**config.mk**
```make
export PLATFORM = sky130hd
export DESIGN_NAME = anchor_table_age_out
export DESIGN_NICKNAME = d
export VERILOG_FILES = /design/src/hdl/atao_pkg.sv /design/src/hdl/atao_table.sv /design/src/hdl/atao_eval.sv /design/src/hdl/atao_ctrl.sv /design/src/hdl/anchor_table_age_out.sv
export SDC_FILE = /design/constraint.sdc
export NUM_CORES = 1
export LEC_CHECK = 0
export ABC_AREA = 1
export BUFFER_PORTS_ARGS = -buffer_cell sky130_fd_sc_hd__buf_2
export CAP_MARGIN = 30
export CELL_PAD_IN_SITES_DETAIL_PLACEMENT = 1
export CELL_PAD_IN_SITES_GLOBAL_PLACEMENT = 1
export CORE_MARGIN = 5
export CORE_UTILIZATION = 45
export CTS_CLUSTER_SIZE = 40
export DETAILED_ROUTE_END_ITERATION = 7
export PLACE_DENSITY_LB_ADDON = 0.08
export RECOVER_POWER = 50
export SYNTH_ARGS = -nofsm -noshare
export SYNTH_HDL_FRONTEND = slang
export SYNTH_SLANG_ARGS = --single-unit
export TNS_END_PERCENT = 20
```
**constraint.sdc**
```tcl
create_clock -name clock -period 6.6 [get_ports clock]
set_input_delay 1.32 -clock clock [delete_from_list [all_inputs] [get_ports clock]]
set_output_delay 1.32 -clock clock [all_outputs]
set_load 0.1 [all_outputs]
```
**src/hdl/atao_pkg.sv**
```systemverilog
`timescale 1ns / 1ps
// Types and constants shared by the anchor table modules.
package atao_pkg;

   // Field widths fixed by the interface.
   localparam int OP_W      = 2;
   localparam int ID_W      = 8;
   localparam int POS_W     = 16;
   localparam int RSSI_W    = 8;
   localparam int QUAL_W    = 9;
   localparam int TIME_W    = 32;
   localparam int HITS_W    = 16;
   localparam int MINU_W    = 5;
   localparam int OUT_CNT_W = 5;
   localparam int OUT_IDX_W = 4;
   localparam int CSR_DATA_W = 32;
   localparam int CSR_ADDR_W = 4;

   // Quality is rssi plus these two terms when the report is usable.
   localparam int QUALITY_BASE   = 100;
   localparam int QUALITY_OFFSET = 80;

   // Register values after reset.
   localparam logic signed [RSSI_W-1:0] RSSI_THRESHOLD_RESET = -8'sd90;
   localparam logic [TIME_W-1:0]        STALE_TIMEOUT_RESET  = 32'd10000;
   localparam logic [MINU_W-1:0]        MIN_USABLE_RESET     = 5'd3;

   // Operation codes of an input item.
   typedef enum logic [OP_W-1:0] {
      OP_REPORT = 2'd0,
      OP_SWEEP  = 2'd1,
      OP_QUERY  = 2'd2
   } op_type;

   // Register indexes on the configuration port.
   typedef enum logic [1:0] {
      REG_RSSI_THRESHOLD = 2'd0,
      REG_STALE_TIMEOUT  = 2'd1,
      REG_MIN_USABLE     = 2'd2
   } reg_index_type;

   // Sequencer states.
   typedef enum logic [1:0] {
      ST_IDLE   = 2'd0,
      ST_SCAN   = 2'd1,
      ST_RESULT = 2'd2
   } state_type;

   // One table slot.
   typedef struct packed {
      logic [ID_W-1:0]          anchor_id;
      logic [ID_W-1:0]          zone;
      logic signed [POS_W-1:0]  pos_x;
      logic signed [POS_W-1:0]  pos_y;
      logic signed [POS_W-1:0]  pos_z;
      logic signed [RSSI_W-1:0] rssi;
      logic [QUAL_W-1:0]        quality;
      logic [TIME_W-1:0]        seen_ms;
      logic [HITS_W-1:0]        hits;
      logic                     active;
   } entry_type;

   // Verdict of the evaluation unit on the slot just read.
   typedef struct packed {
      logic id_match;
      logic fresh;
      logic eligible;
      logic stronger;
   } eval_type;

endpackage

```
**src/hdl/atao_table.sv**
```systemverilog
`timescale 1ns / 1ps
// Slot memory of the anchor table: one write port, one registered read port.
module atao_table
   import atao_pkg::*;
#(
   parameter int DEPTH = 16,
   parameter int IDX_W = 4
) (
   input  logic             clock,
   input  logic             wr_en,
   input  logic [IDX_W-1:0] wr_addr,
   input  entry_type        wr_data,
   input  logic [IDX_W-1:0] rd_addr,
   output entry_type        rd_data
);

   entry_type slots_ff [DEPTH];
   entry_type rd_data_ff;

   // Write and read in the same clocked block; the read data is registered.
   always_ff @(posedge clock) begin
      if (wr_en) begin
         slots_ff[wr_addr] <= wr_data;
      end
      rd_data_ff <= slots_ff[rd_addr];
   end

   assign rd_data = rd_data_ff;

endmodule

```
**src/hdl/atao_eval.sv**
```systemverilog
`timescale 1ns / 1ps
// Evaluation unit: judges one slot per cycle against the request and the registers.
module atao_eval
   import atao_pkg::*;
(
   input  entry_type                entry,
   input  logic [ID_W-1:0]          anchor_id,
   input  logic [TIME_W-1:0]        now_ms,
   input  logic signed [RSSI_W-1:0] rssi,
   input  logic signed [RSSI_W-1:0] rssi_threshold,
   input  logic [TIME_W-1:0]        stale_timeout_ms,
   input  logic signed [RSSI_W-1:0] best_rssi,
   input  logic                     have_best,
   output eval_type                 verdict,
   output logic [QUAL_W-1:0]        new_quality
);

   logic [TIME_W-1:0]        age;
   logic signed [QUAL_W:0]   quality_sum;

   // Age wraps with the millisecond clock.
   assign age = now_ms - entry.seen_ms;

   assign verdict.id_match = (entry.anchor_id == anchor_id);
   assign verdict.fresh    = (age <= stale_timeout_ms);
   assign verdict.eligible = entry.active && (entry.quality != '0) &&
                             (entry.rssi > rssi_threshold);
   // The first slot wins a tie, so only a strictly stronger one replaces it.
   assign verdict.stronger = !have_best || (entry.rssi > best_rssi);

   // Quality of the incoming report; zero when the report is too weak.
   assign quality_sum = {{(QUAL_W + 1 - RSSI_W){rssi[RSSI_W-1]}}, rssi} +
                        (QUAL_W + 1)'(QUALITY_BASE + QUALITY_OFFSET);
   assign new_quality = (rssi > rssi_threshold) ? quality_sum[QUAL_W-1:0] : '0;

endmodule

```
**src/hdl/atao_ctrl.sv**
```systemverilog
`timescale 1ns / 1ps
// Sequencer of the anchor table: walks the slots and builds each result.
module atao_ctrl
   import atao_pkg::*;
#(
   parameter int DEPTH = 16,
   parameter int IDX_W = 4,
   parameter int CNT_W = 5
) (
   input  logic                     clock,
   input  logic                     reset,
   // Command side
   input  logic                     start,
   output logic                     busy,
   input  logic [OP_W-1:0]          req_op,
   input  logic [ID_W-1:0]          req_anchor_id,
   input  logic [ID_W-1:0]          req_zone_id,
   input  logic signed [POS_W-1:0]  req_pos_x_cm,
   input  logic signed [POS_W-1:0]  req_pos_y_cm,
   input  logic signed [POS_W-1:0]  req_pos_z_cm,
   input  logic signed [RSSI_W-1:0] req_rssi,
   input  logic [TIME_W-1:0]        req_now_ms,
   input  logic [MINU_W-1:0]        min_usable,
   // Slot memory
   output logic                     wr_en,
   output logic [IDX_W-1:0]         wr_addr,
   output entry_type                wr_data,
   output logic [IDX_W-1:0]         rd_addr,
   input  entry_type                rd_data,
   // Evaluation unit
   output logic [ID_W-1:0]          cur_anchor_id,
   output logic [TIME_W-1:0]        cur_now_ms,
   output logic signed [RSSI_W-1:0] cur_rssi,
   output logic signed [RSSI_W-1:0] best_rssi,
   output logic                     have_best,
   input  eval_type                 verdict,
   input  logic [QUAL_W-1:0]        new_quality,
   // Result side
   output logic                     rsp_valid,
   output logic [OUT_IDX_W-1:0]     rsp_entry_index,
   output logic                     rsp_stored,
   output logic                     rsp_was_existing,
   output logic [OUT_CNT_W-1:0]     rsp_entry_count,
   output logic [OUT_CNT_W-1:0]     rsp_removed_count,
   output logic [OUT_CNT_W-1:0]     rsp_eligible_count,
   output logic [OUT_IDX_W-1:0]     rsp_best_index,
   output logic [ID_W-1:0]          rsp_best_anchor_id,
   output logic signed [RSSI_W-1:0] rsp_best_rssi,
   output logic [QUAL_W-1:0]        rsp_best_quality,
   output logic                     rsp_best_valid
);

   localparam logic [CNT_W-1:0] FULL = CNT_W'(DEPTH);
   localparam logic [CNT_W-1:0] ONE  = CNT_W'(1);

   state_type state_ff, state_in;

   // Latched request
   logic [OP_W-1:0]          op_ff;
   logic [ID_W-1:0]          id_ff;
   logic [ID_W-1:0]          zone_ff;
   logic signed [POS_W-1:0]  x_ff, y_ff, z_ff;
   logic signed [RSSI_W-1:0] rssi_ff;
   logic [TIME_W-1:0]        now_ff;

   // Scan state
   logic [CNT_W-1:0]  count_ff, count_in;
   logic [CNT_W-1:0]  issue_ff;
   logic              pend_ff;
   logic [IDX_W-1:0]  eval_idx_ff;
   logic [CNT_W-1:0]  kept_ff;
   logic [CNT_W-1:0]  elig_ff;
   logic              found_ff;
   logic [IDX_W-1:0]  slot_ff;
   logic [HITS_W-1:0] hits_ff;
   logic              have_ff;
   logic [IDX_W-1:0]  best_idx_ff;
   logic [ID_W-1:0]   best_id_ff;
   logic signed [RSSI_W-1:0] best_rssi_ff;
   logic [QUAL_W-1:0] best_qual_ff;

   // Result registers
   logic                     rsp_valid_ff;
   logic [OUT_IDX_W-1:0]     rsp_entry_index_ff, rsp_entry_index_in;
   logic                     rsp_stored_ff, rsp_stored_in;
   logic                     rsp_was_existing_ff, rsp_was_existing_in;
   logic [OUT_CNT_W-1:0]     rsp_entry_count_ff, rsp_entry_count_in;
   logic [OUT_CNT_W-1:0]     rsp_removed_count_ff, rsp_removed_count_in;
   logic [OUT_CNT_W-1:0]     rsp_eligible_count_ff, rsp_eligible_count_in;
   logic [OUT_IDX_W-1:0]     rsp_best_index_ff, rsp_best_index_in;
   logic [ID_W-1:0]          rsp_best_anchor_id_ff, rsp_best_anchor_id_in;
   logic signed [RSSI_W-1:0] rsp_best_rssi_ff, rsp_best_rssi_in;
   logic [QUAL_W-1:0]        rsp_best_quality_ff, rsp_best_quality_in;
   logic                     rsp_best_valid_ff, rsp_best_valid_in;

   logic accept;
   logic issue_go;
   logic scan_done;
   logic room;

   assign busy     = (state_ff != ST_IDLE);
   assign accept   = start && !busy;
   assign room     = (count_ff < FULL);
   assign issue_go = (state_ff == ST_SCAN) && (issue_ff < count_ff);
   // A report stops at its first match; otherwise the walk ends when the
   // last slot read has been judged.
   assign scan_done = ((op_ff == OP_REPORT) && pend_ff && verdict.id_match) ||
                      (!pend_ff && !(issue_ff < count_ff));

   // Next state
   always_comb begin
      state_in = state_ff;
      unique case (state_ff)
         ST_IDLE: begin
            if (accept) begin
               if (req_op == OP_REPORT || req_op == OP_SWEEP || req_op == OP_QUERY) begin
                  state_in = ST_SCAN;
               end else begin
                  state_in = ST_RESULT;
               end
            end
         end
         ST_SCAN: begin
            if (scan_done) begin
               state_in = ST_RESULT;
            end
         end
         ST_RESULT: begin
            state_in = ST_IDLE;
         end
         default: begin
            state_in = ST_IDLE;
         end
      endcase
   end

   // Memory control: compaction copies during a sweep, the slot write of a report.
   always_comb begin
      rd_addr = issue_ff[IDX_W-1:0];
      wr_en   = 1'b0;
      wr_addr = kept_ff[IDX_W-1:0];
      wr_data = rd_data;
      unique case (state_ff)
         ST_SCAN: begin
            if (op_ff == OP_SWEEP && pend_ff && verdict.fresh &&
                kept_ff != CNT_W'(eval_idx_ff)) begin
               wr_en = 1'b1;
            end
         end
         ST_RESULT: begin
            if (op_ff == OP_REPORT && (found_ff || room)) begin
               wr_en             = 1'b1;
               wr_addr           = found_ff ? slot_ff : count_ff[IDX_W-1:0];
               wr_data.anchor_id = id_ff;
               wr_data.zone      = zone_ff;
               wr_data.pos_x     = x_ff;
               wr_data.pos_y     = y_ff;
               wr_data.pos_z     = z_ff;
               wr_data.rssi      = rssi_ff;
               wr_data.quality   = new_quality;
               wr_data.seen_ms   = now_ff;
               wr_data.hits      = found_ff ? hits_ff + HITS_W'(1) : '0;
               wr_data.active    = (new_quality != '0);
            end
         end
         default: begin
         end
      endcase
   end

   // Result fields and the entry count after the op.
   always_comb begin
      logic [31:0] wide_count;
      logic [31:0] wide_removed;
      logic [31:0] wide_elig;
      logic [31:0] wide_slot;
      logic [31:0] wide_best;

      count_in              = count_ff;
      wide_removed          = '0;
      wide_elig             = '0;
      wide_slot             = '0;
      wide_best             = '0;
      rsp_stored_in         = 1'b0;
      rsp_was_existing_in   = 1'b0;
      rsp_best_anchor_id_in = '0;
      rsp_best_rssi_in      = '0;
      rsp_best_quality_in   = '0;
      rsp_best_valid_in     = 1'b0;

      priority case (op_ff)
         OP_REPORT: begin
            if (found_ff) begin
               rsp_stored_in       = 1'b1;
               rsp_was_existing_in = 1'b1;
               wide_slot           = 32'(slot_ff);
            end else if (room) begin
               rsp_stored_in = 1'b1;
               wide_slot     = 32'(count_ff);
               count_in      = count_ff + ONE;
            end
         end
         OP_SWEEP: begin
            count_in     = kept_ff;
            wide_removed = 32'(count_ff - kept_ff);
         end
         OP_QUERY: begin
            wide_elig = 32'(elig_ff);
            if (have_ff) begin
               wide_best             = 32'(best_idx_ff);
               rsp_best_anchor_id_in = best_id_ff;
               rsp_best_rssi_in      = best_rssi_ff;
               rsp_best_quality_in   = best_qual_ff;
               rsp_best_valid_in     = (32'(elig_ff) >= 32'(min_usable)) &&
                                       (elig_ff != '0);
            end
         end
         default: begin
         end
      endcase

      wide_count             = 32'(count_in);
      rsp_entry_count_in     = wide_count[OUT_CNT_W-1:0];
      rsp_removed_count_in   = wide_removed[OUT_CNT_W-1:0];
      rsp_eligible_count_in  = wide_elig[OUT_CNT_W-1:0];
      rsp_entry_index_in     = wide_slot[OUT_IDX_W-1:0];
      rsp_best_index_in      = wide_best[OUT_IDX_W-1:0];
   end

   // Control registers
   always_ff @(posedge clock) begin
      if (reset) begin
         state_ff     <= ST_IDLE;
         count_ff     <= '0;
         rsp_valid_ff <= 1'b0;
         issue_ff     <= '0;
         pend_ff      <= 1'b0;
         kept_ff      <= '0;
         elig_ff      <= '0;
         found_ff     <= 1'b0;
         have_ff      <= 1'b0;
      end else begin
         state_ff     <= state_in;
         rsp_valid_ff <= (state_ff == ST_RESULT);
         if (state_ff == ST_RESULT) begin
            count_ff <= count_in;
         end
         if (accept) begin
            issue_ff <= '0;
            pend_ff  <= 1'b0;
            kept_ff  <= '0;
            elig_ff  <= '0;
            found_ff <= 1'b0;
            have_ff  <= 1'b0;
         end else if (state_ff == ST_SCAN) begin
            pend_ff <= issue_go;
            if (issue_go) begin
               issue_ff <= issue_ff + ONE;
            end
            if (pend_ff) begin
               priority case (op_ff)
                  OP_REPORT: begin
                     if (verdict.id_match) begin
                        found_ff <= 1'b1;
                     end
                  end
                  OP_SWEEP: begin
                     if (verdict.fresh) begin
                        kept_ff <= kept_ff + ONE;
                     end
                  end
                  OP_QUERY: begin
                     if (verdict.eligible) begin
                        elig_ff <= elig_ff + ONE;
                        if (verdict.stronger) begin
                           have_ff <= 1'b1;
                        end
                     end
                  end
                  default: begin
                  end
               endcase
            end
         end
      end
   end

   // Payload registers: request, slot being judged, matched slot, best candidate, result.
   always_ff @(posedge clock) begin
      if (accept) begin
         op_ff   <= req_op;
         id_ff   <= req_anchor_id;
         zone_ff <= req_zone_id;
         x_ff    <= req_pos_x_cm;
         y_ff    <= req_pos_y_cm;
         z_ff    <= req_pos_z_cm;
         rssi_ff <= req_rssi;
         now_ff  <= req_now_ms;
      end
      eval_idx_ff <= issue_ff[IDX_W-1:0];
      if (state_ff == ST_SCAN && pend_ff) begin
         if (op_ff == OP_REPORT && verdict.id_match) begin
            slot_ff <= eval_idx_ff;
            hits_ff <= rd_data.hits;
         end
         if (op_ff == OP_QUERY && verdict.eligible && verdict.stronger) begin
            best_idx_ff  <= eval_idx_ff;
            best_id_ff   <= rd_data.anchor_id;
            best_rssi_ff <= rd_data.rssi;
            best_qual_ff <= rd_data.quality;
         end
      end
      if (state_ff == ST_RESULT) begin
         rsp_entry_index_ff    <= rsp_entry_index_in;
         rsp_stored_ff         <= rsp_stored_in;
         rsp_was_existing_ff   <= rsp_was_existing_in;
         rsp_entry_count_ff    <= rsp_entry_count_in;
         rsp_removed_count_ff  <= rsp_removed_count_in;
         rsp_eligible_count_ff <= rsp_eligible_count_in;
         rsp_best_index_ff     <= rsp_best_index_in;
         rsp_best_anchor_id_ff <= rsp_best_anchor_id_in;
         rsp_best_rssi_ff      <= rsp_best_rssi_in;
         rsp_best_quality_ff   <= rsp_best_quality_in;
         rsp_best_valid_ff     <= rsp_best_valid_in;
      end
   end

   assign cur_anchor_id = id_ff;
   assign cur_now_ms    = now_ff;
   assign cur_rssi      = rssi_ff;
   assign best_rssi     = best_rssi_ff;
   assign have_best     = have_ff;

   assign rsp_valid          = rsp_valid_ff;
   assign rsp_entry_index    = rsp_entry_index_ff;
   assign rsp_stored         = rsp_stored_ff;
   assign rsp_was_existing   = rsp_was_existing_ff;
   assign rsp_entry_count    = rsp_entry_count_ff;
   assign rsp_removed_count  = rsp_removed_count_ff;
   assign rsp_eligible_count = rsp_eligible_count_ff;
   assign rsp_best_index     = rsp_best_index_ff;
   assign rsp_best_anchor_id = rsp_best_anchor_id_ff;
   assign rsp_best_rssi      = rsp_best_rssi_ff;
   assign rsp_best_quality   = rsp_best_quality_ff;
   assign rsp_best_valid     = rsp_best_valid_ff;

   // A result strobe never lasts beyond one cycle.
   a_strobe_single: assert property (@(posedge clock) disable iff (reset)
      rsp_valid_ff |=> !rsp_valid_ff)
      else $error("result strobe held for more than one cycle");

   // The table never holds more entries than it has slots.
   a_count_bound: assert property (@(posedge clock) disable iff (reset)
      count_ff <= FULL)
      else $error("entry count beyond table depth");

   // The slot memory is written only while an op is in progress.
   a_write_busy: assert property (@(posedge clock) disable iff (reset)
      wr_en |-> (state_ff != ST_IDLE))
      else $error("slot write while idle");

   // A compaction copy always moves a slot toward the front.
   a_copy_down: assert property (@(posedge clock) disable iff (reset)
      (wr_en && state_ff == ST_SCAN) |-> (kept_ff < CNT_W'(eval_idx_ff)))
      else $error("sweep copy to a slot not below its source");

   // An update of an existing entry is always reported as stored.
   a_update_stored: assert property (@(posedge clock) disable iff (reset)
      (rsp_valid_ff && rsp_was_existing_ff) |-> rsp_stored_ff)
      else $error("existing entry reported as not stored");

endmodule

```
**src/hdl/anchor_table_age_out.sv**
```systemverilog
`timescale 1ns / 1ps
// A report, sweep or query walks the stored entries from start to the result strobe
// (a report with a match ends early); an unused op code goes straight to the result.
// A new op is accepted only when busy is low, once the last op is done; the walk is bounded
// by the single read port of the slot memory, which the sequencer walks one slot per cycle.
// The result strobe is high for one cycle and the receiver cannot stall it.
// Reset empties the table and restores the registers; slot contents are not cleared.
module anchor_table_age_out
   import atao_pkg::*;
#(
   parameter int TABLE_DEPTH = 16
) (
   input  logic                     clock,
   input  logic                     reset,
   // Command channel
   input  logic                     start,
   output logic                     busy,
   input  logic [OP_W-1:0]          req_op,
   input  logic [ID_W-1:0]          req_anchor_id,
   input  logic [ID_W-1:0]          req_zone_id,
   input  logic signed [POS_W-1:0]  req_pos_x_cm,
   input  logic signed [POS_W-1:0]  req_pos_y_cm,
   input  logic signed [POS_W-1:0]  req_pos_z_cm,
   input  logic signed [RSSI_W-1:0] req_rssi,
   input  logic [TIME_W-1:0]        req_now_ms,
   // Result channel
   output logic                     rsp_valid,
   output logic [OUT_IDX_W-1:0]     rsp_entry_index,
   output logic                     rsp_stored,
   output logic                     rsp_was_existing,
   output logic [OUT_CNT_W-1:0]     rsp_entry_count,
   output logic [OUT_CNT_W-1:0]     rsp_removed_count,
   output logic [OUT_CNT_W-1:0]     rsp_eligible_count,
   output logic [OUT_IDX_W-1:0]     rsp_best_index,
   output logic [ID_W-1:0]          rsp_best_anchor_id,
   output logic signed [RSSI_W-1:0] rsp_best_rssi,
   output logic [QUAL_W-1:0]        rsp_best_quality,
   output logic                     rsp_best_valid,
   // Configuration port
   input  logic                     psel,
   input  logic                     penable,
   input  logic                     pwrite,
   input  logic [CSR_ADDR_W-1:0]    paddr,
   input  logic [CSR_DATA_W-1:0]    pwdata,
   output logic [CSR_DATA_W-1:0]    prdata,
   output logic                     pready
);

   localparam int IDX_W = $clog2(TABLE_DEPTH);
   localparam int CNT_W = $clog2(TABLE_DEPTH + 1);

   logic signed [RSSI_W-1:0] rssi_threshold_ff;
   logic [TIME_W-1:0]        stale_timeout_ff;
   logic [MINU_W-1:0]        min_usable_ff;
   logic                     csr_write;

   logic             wr_en;
   logic [IDX_W-1:0] wr_addr;
   entry_type        wr_data;
   logic [IDX_W-1:0] rd_addr;
   entry_type        rd_data;

   logic [ID_W-1:0]          cur_anchor_id;
   logic [TIME_W-1:0]        cur_now_ms;
   logic signed [RSSI_W-1:0] cur_rssi;
   logic signed [RSSI_W-1:0] best_rssi;
   logic                     have_best;
   eval_type                 verdict;
   logic [QUAL_W-1:0]        new_quality;

   // Configuration registers, written on the access cycle of a write transfer.
   assign pready    = 1'b1;
   assign csr_write = psel && penable && pwrite && pready;

   always_ff @(posedge clock) begin
      if (reset) begin
         rssi_threshold_ff <= RSSI_THRESHOLD_RESET;
         stale_timeout_ff  <= STALE_TIMEOUT_RESET;
         min_usable_ff     <= MIN_USABLE_RESET;
      end else if (csr_write) begin
         unique case (paddr[3:2])
            REG_RSSI_THRESHOLD: rssi_threshold_ff <= pwdata[RSSI_W-1:0];
            REG_STALE_TIMEOUT:  stale_timeout_ff  <= pwdata[TIME_W-1:0];
            REG_MIN_USABLE:     min_usable_ff     <= pwdata[MINU_W-1:0];
            default: begin
            end
         endcase
      end
   end

   // Register readback.
   always_comb begin
      unique case (paddr[3:2])
         REG_RSSI_THRESHOLD: prdata = CSR_DATA_W'(rssi_threshold_ff);
         REG_STALE_TIMEOUT:  prdata = CSR_DATA_W'(stale_timeout_ff);
         REG_MIN_USABLE:     prdata = CSR_DATA_W'(min_usable_ff);
         default:            prdata = '0;
      endcase
   end

   atao_table #(
      .DEPTH (TABLE_DEPTH),
      .IDX_W (IDX_W)
   ) u_table (
      .clock   (clock),
      .wr_en   (wr_en),
      .wr_addr (wr_addr),
      .wr_data (wr_data),
      .rd_addr (rd_addr),
      .rd_data (rd_data)
   );

   atao_eval u_eval (
      .entry            (rd_data),
      .anchor_id        (cur_anchor_id),
      .now_ms           (cur_now_ms),
      .rssi             (cur_rssi),
      .rssi_threshold   (rssi_threshold_ff),
      .stale_timeout_ms (stale_timeout_ff),
      .best_rssi        (best_rssi),
      .have_best        (have_best),
      .verdict          (verdict),
      .new_quality      (new_quality)
   );

   atao_ctrl #(
      .DEPTH (TABLE_DEPTH),
      .IDX_W (IDX_W),
      .CNT_W (CNT_W)
   ) u_ctrl (
      .clock              (clock),
      .reset              (reset),
      .start              (start),
      .busy               (busy),
      .req_op             (req_op),
      .req_anchor_id      (req_anchor_id),
      .req_zone_id        (req_zone_id),
      .req_pos_x_cm       (req_pos_x_cm),
      .req_pos_y_cm       (req_pos_y_cm),
      .req_pos_z_cm       (req_pos_z_cm),
      .req_rssi           (req_rssi),
      .req_now_ms         (req_now_ms),
      .min_usable         (min_usable_ff),
      .wr_en              (wr_en),
      .wr_addr            (wr_addr),
      .wr_data            (wr_data),
      .rd_addr            (rd_addr),
      .rd_data            (rd_data),
      .cur_anchor_id      (cur_anchor_id),
      .cur_now_ms         (cur_now_ms),
      .cur_rssi           (cur_rssi),
      .best_rssi          (best_rssi),
      .have_best          (have_best),
      .verdict            (verdict),
      .new_quality        (new_quality),
      .rsp_valid          (rsp_valid),
      .rsp_entry_index    (rsp_entry_index),
      .rsp_stored         (rsp_stored),
      .rsp_was_existing   (rsp_was_existing),
      .rsp_entry_count    (rsp_entry_count),
      .rsp_removed_count  (rsp_removed_count),
      .rsp_eligible_count (rsp_eligible_count),
      .rsp_best_index     (rsp_best_index),
      .rsp_best_anchor_id (rsp_best_anchor_id),
      .rsp_best_rssi      (rsp_best_rssi),
      .rsp_best_quality   (rsp_best_quality),
      .rsp_best_valid     (rsp_best_valid)
   );

endmodule
```
# After elaboration in Yosys (flattened, before gate mapping)
# Memories as Yosys holds them, arrays and structs flattened. A register that Yosys moved wholly into a read port is not among the register bits.
# Cells that the tools add are included.
[totals]
out_inout_bits = 86
reg_bits = 281
ram_bits = 2080
wordCells = 139
input_bits = 148
memories = 1
[mem_list]
columns = ["name", "depth", "width", "rd", "rd_ports_with_merged_regs", "write_ports", "line", "text"]
rows = [
  ["u_table.slots_ff", 16, 130, 1, 1, 1, "atao_table.sv:17", "entry_type slots_ff [DEPTH];"],
]
[op_classes]
addsub = 8
magnitude_cmp = 7
n_reduce_logical = 48
n_eq_ne = 12
muxes = 25
[op_table]
columns = ["operator", "n"]
rows = [
  ["$mux W130", 2],
  ["$pmux W32 S3", 1],
  ["$le A32 B32 Y1", 1],
  ["$sub A32 B32 Y32", 1],
  ["$gt A8 B8 Y1", 3],
  ["$add A5 B1 Y5 const B", 4],
  ["$mux W4", 5],
  ["$logic_and A1 B1 Y1", 18],
  ["$reduce_bool A9 Y1", 2],
  ["$add A16 B1 Y16 const B", 1],
  ["$mux W16", 1],
  ["$reduce_and A2 Y1", 8],
  ["$reduce_and A4 Y1", 3],
  ["$mux W5", 2],
  ["$pmux W5 S2", 1],
  ["$add A8 B9 Y9 const B", 1],
  ["$mux W9", 1],
  ["$eq A2 B1 Y1 const B", 4],
  ["$eq A2 B2 Y1 const B", 4],
  ["$eq A8 B8 Y1", 1],
  ["$logic_not A2 Y1", 4],
  ["$mux W1", 7],
  ["$mux W2", 3],
  ["$ge A5 B5 Y1", 1],
  ["other kinds (13)", 21],
]

# Logic depth before layout (Yosys ltp)
[depth]
depth_word = 8
depth_mapped = 26
ltp_nobuf = 25

# Modules after synthesis
# Synthesis repeated with hierarchy kept, for this count alone.
[hier_totals]
cells_unflattened = 10124
hier_area_um2 = 105957.9
[by_module_without_submodules]
columns = ["mod", "area_each_um2", "seq_area_each_um2", "n_inst", "cells_each"]
rows = [
  ["atao_table", 89050.4, 65062.4, 1, 7911],
  ["atao_ctrl", 10521.3, 6786.5, 1, 1049],
  ["atao_eval", 4197.8, 0.0, 1, 809],
  ["anchor_table_age_out", 2188.3, 900.9, 1, 355],
]

# Least setup slack after synthesis
# OpenSTA, ideal clock, no wires.
[synth_path]
path_kind = "register to register"
from = "reg u_ctrl.now_ff[2], in the netlist u_ctrl.cur_now_ms[2]"
to = "mem u_table.slots_ff[10][0] (netlist bit), enable pin"
synth_period_minus_slack_ps = 5920
path_slack_ps = 680
t_required_ps = 6126
stages_incl_launch_ff = 24
arrival_time_ps = 5446
cell_sequence = "edfxtp_1 -> ha_1 -> a21oi_1 -> nand2_1 -> a21boi_0 -> o21ai_1 -> nand2_1 -> nand2_1 -> nand3b_1 -> nand3_1 -> nand2_1 -> inv_1 -> ha_1 -> a21oi_1 -> o21a_1 -> nand2_1 -> nor2_1 -> nand2_1 -> nand2_1 -> nand3_1 -> nand2_1 -> nand2_2 -> buf_2 -> nor2_1"
[synth_via]
elab_chain_len = 8
[synth_rtl]
columns = ["item", "line", "text"]
rows = [
  ["start, declared", "atao_ctrl.sv:64", "logic [TIME_W-1:0] now_ff;"],
  ["start signal, assigned", "atao_ctrl.sv:298", "now_ff <= req_now_ms;"],
  ["$sub A32 B32 Y32", "atao_eval.sv:22", "assign age = now_ms - entry.seen_ms;"],
  ["$le A32 B32 Y1", "atao_eval.sv:25", "assign verdict.fresh = (age <= stale_timeout_ms);"],
  ["$logic_and A1 B1 Y1 (2 in series)", "atao_ctrl.sv:145", "if (op_ff == OP_SWEEP && pend_ff && verdict.fresh &&"],
  ["$mux W1", "atao_ctrl.sv:145", ""],
  ["$pmux W1 S2", "atao_ctrl.sv:143", "unique case (state_ff)"],
  ["$mux W1", "atao_table.sv:22", "if (wr_en) begin"],
  ["$mux W1 (not written as such)", "atao_table.sv:23", "slots_ff[wr_addr] <= wr_data;"],
  ["end, declared", "atao_table.sv:17", ""],
]
# Every way passes these cells.

==> qor_table.md <==
| Result | This run |
| --- | --- |
| Number of nets produced by synthesis | 4323 |
| Synthesis Warnings | 0 |
| Final Max Tran Viols | 508 |
| Yosys top cell area share | 64.98% |
| Worst hold margin | 415.7 ps |
| Via count of the first global-routing pass | 33574 |
| Gp weighted congestion | 0.8663 |
| Sum Neg Setup Slack | 0 ps |
| Design Area, Final | 55750 sq um |
| Worst Setup Start Kind | flip-flop |
| Worst setup path class | flip-flop to flip-flop |
| Post-synthesis instance total | 4063 |
| Clock slew at the register clock pins of the worst setup and hold paths | 60 ps |
| Clock buffer count from CTS | 131 |
| Worst EP arrival | 6740 ps |
| Total global routing overflow | 0 |
| Final period util | 92.47% |
| Root cell of the clock tree | sky130_fd_sc_hd__clkbuf_16 |
| Slew at the pin with the worst max-slew slack | 3980 ps |
| Number of top-level pins | 234 |
| Post-CTS Hold Buffers | 0 |
| Total of endpoints with negative setup slack in the final report | 0 |
| Setup repair after global routing missed its margin | false |
| Worst-case clock skew | 23.99 ps |
| Wire length of the first global-routing pass | 215.6 mm |
| Leading cell types in the layout, fill and taps excluded | sky130_fd_sc_hd__edfxtp_1, sky130_fd_sc_hd__o21ai_0, sky130_fd_sc_hd__nor2_1 |
| Number of standard-cell rows in the floorplan | 121 |
| Later-pin clock latency in the skew report | 740 ps |
| Total iterations of the first detailed-routing run | 5 |
| Cell accounting for the most synthesized area | sky130_fd_sc_hd__edfxtp_1 |
| Die Y | 340.3 um |
| Area post-placement | 51890 sq um |
| Largest driver fanout on the critical path | 49 |
| Flip-flop and latch count after synthesis | 1195 |
| Global router's overall resource usage | 24.59% |
| Floorplan die area | 115800 sq um |
| Number of vias in the routed layout | 33064 |
| Post-route minimum period | 6103 ps |
| Via-per-instance ratio | 5.725 |
| Worst Path Required | 7240 ps |
| Antenna violation net count after detailed routing | 0 |
| Final wirelength | 144.8 mm |
| Leading cell type in the layout, fill and taps excluded | sky130_fd_sc_hd__edfxtp_1 |
| Post-cts gate resize count | 0 |
| Worst slew margin | -165.3% |
| Failing checks | capacitance limit, slew limit |
| Type of destination of the critical path | flip-flop |
| Average cell area after synthesis | 12.08 sq um |
| Port Buf Inserts | 174 |
| Ranking of synthesized cells by area | sky130_fd_sc_hd__edfxtp_1, sky130_fd_sc_hd__o21ai_0, sky130_fd_sc_hd__dfxtp_1, sky130_fd_sc_hd__nor2_1, sky130_fd_sc_hd__nand2_1 |
| Static leakage | 19.38 nW |
| Core Box Area | 108600 sq um |
| Number of clock sinks | 1195 |
| Count of nets after finishing | 4513 |
| Maximum achievable frequency | 0.1639 GHz |
| HPWL after DPL | 88.20 mm |
| Max-capacitance violation count | 10 |
| Bufs on Longest Clock Path | 3 |
| Count of distinct cell types in the synthesized netlist | 50 |
| Post-route DRC violation count | 0 |
| Classification of the worst-slack hold path | flip-flop to flip-flop |
| Number of setup buffers added after CTS | 0 |
| Total of fill cells in the finished design | 11196 |
| Clock tree from TritonCTS | yes |
| Iter 0 DRT Violations | 2611 |
| Post-synth design cell area | 49080 sq um |
| Final Hold Vio Count | 0 |
| Sequential-to-total area share from yosys stat | 70.40% |
| Antenna violations before repair | 6 |
| Largest net degree at the start of global routing | 172 |
| Width of the chip | 340.3 um |
| Total power per unit cell area | 329.5 nW/um^2 |
| Result of the run | finished with violations |
| Drt wl/cell | 25.07 um |
| Area growth from synthesis to layout | 13.60% |
| Maximum vdd ir drop | 0.0001963 V |
| Maximum level of the CTS H-tree | 4 |
| Initial cell density of the core | 45.21% |
| Share of final-layout standard cells stronger than drive strength 1 | 8.716% |
[registers in the layout (all words and copies together) (netlist names), 9 cells and up]
signal	cells
stale_timeout_ff	32
u_ctrl.best_qual_ff	9
u_ctrl.cur_now_ms	32
u_ctrl.rsp_best_quality	9
u_table.rd_data	58
u_table.slots_ff	928
[stage by stage]
step                      instances  worst slack [ps]  total power [mW]  util (%)
final                          5775             497.2             18.37     51.36
after global placement         5530              1081             11.36     47.76
after CTS                      5774             975.2             18.57     51.68
after floorplan                4063             679.9             10.52         -
after detailed placement       5534              1001             11.42     47.80
after global routing           5774             285.2             19.13     51.36
[layer usage]
layer  vias to the layer above  part of all wire, %  track usage [%]
met4                         0                  1.8            6.033
met3                       156                  5.9            4.019
li1                      15171                    -                -
met5                         -                    0                0
met1                     16810                   45            34.66
met2                       927                   47            40.24
[path summary, 6_finish.rpt]
path                       from               endpoint  slack, ps  cells past startpoint
max          u_ctrl.issue_ff[2]    u_table.rd_data[22]        500                      5
min reg2reg  u_ctrl.issue_ff[3]  u_ctrl.eval_idx_ff[3]        420                      0
max reg2reg  u_ctrl.issue_ff[2]    u_table.rd_data[22]        500                      5
min          u_ctrl.issue_ff[3]  u_ctrl.eval_idx_ff[3]        420                      0
[where the power goes]
group | total (mW) | internal, mW | switching [mW]
combinational | 2.47 | 0.567 | 1.91
sequential | 8.75 | 8.64 | 0.112
clock | 7.14 | 4.19 | 2.95
[Yosys cell counts (all sizes together)]
| cell type | instances |
|---|---|
| a211oi | 2 |
| a21boi | 3 |
| a21o | 3 |
| a21oi | 145 |
| a221oi | 2 |
| a32oi | 1 |
| a41oi | 1 |
| and3 | 1 |
| buf | 52 |
| clkbuf | 167 |
| clkinv | 4 |
| conb | 1 |
| dfxtp | 133 |
| edfxtp | 1062 |
| fa | 2 |
| ha | 110 |
| inv | 221 |
| nand2 | 407 |
| nand3 | 144 |
| nand3b | 2 |
| nand4 | 18 |
| nor2 | 610 |
| nor3 | 8 |
| nor4 | 4 |
| o211a | 1 |
| o211ai | 28 |
| o21a | 10 |
| o21ai | 630 |
| o21bai | 2 |
| o221ai | 109 |
| o22ai | 134 |
| o41ai | 1 |
| or2 | 3 |
| xnor2 | 14 |
| xor2 | 28 |
[layout make-up]
type                            instances  area [sq um]  area share, %
Sequential cell                      1195         34550          61.98
Clock buffer                          183          3690          6.618
Tap cell                             1414          1769          3.173
Inverter                              225         857.1          1.537
Clock inverter                         57         519.2         0.9313
Multi-Input combinational cell       2424         12870          23.09
Timing Repair Buffer                  276          1489          2.671
Antenna cell                            1         2.502       0.004488
[worst max-delay path, stage by stage (launching register included)]
cell	delay [ps]
sky130_fd_sc_hd__dfxtp_1	1660
sky130_fd_sc_hd__nand2_1	160
sky130_fd_sc_hd__clkinvlp_2	540
sky130_fd_sc_hd__clkbuf_1	2840
sky130_fd_sc_hd__nand2_1	440
sky130_fd_sc_hd__nand3_1	330
[cell families after synthesis]
kind of cell	share of synthesized area, %
adder cells (fa/ha/maj)	2.886
buffers and inverters	3.592
flip-flops	70.40
other	0.007641
AO/OA/AOI/OAI	12.51
AND/OR/NAND/NOR	9.848
XOR/XNOR	0.7495
Note: power is estimated with default switching activity, not from simulation.
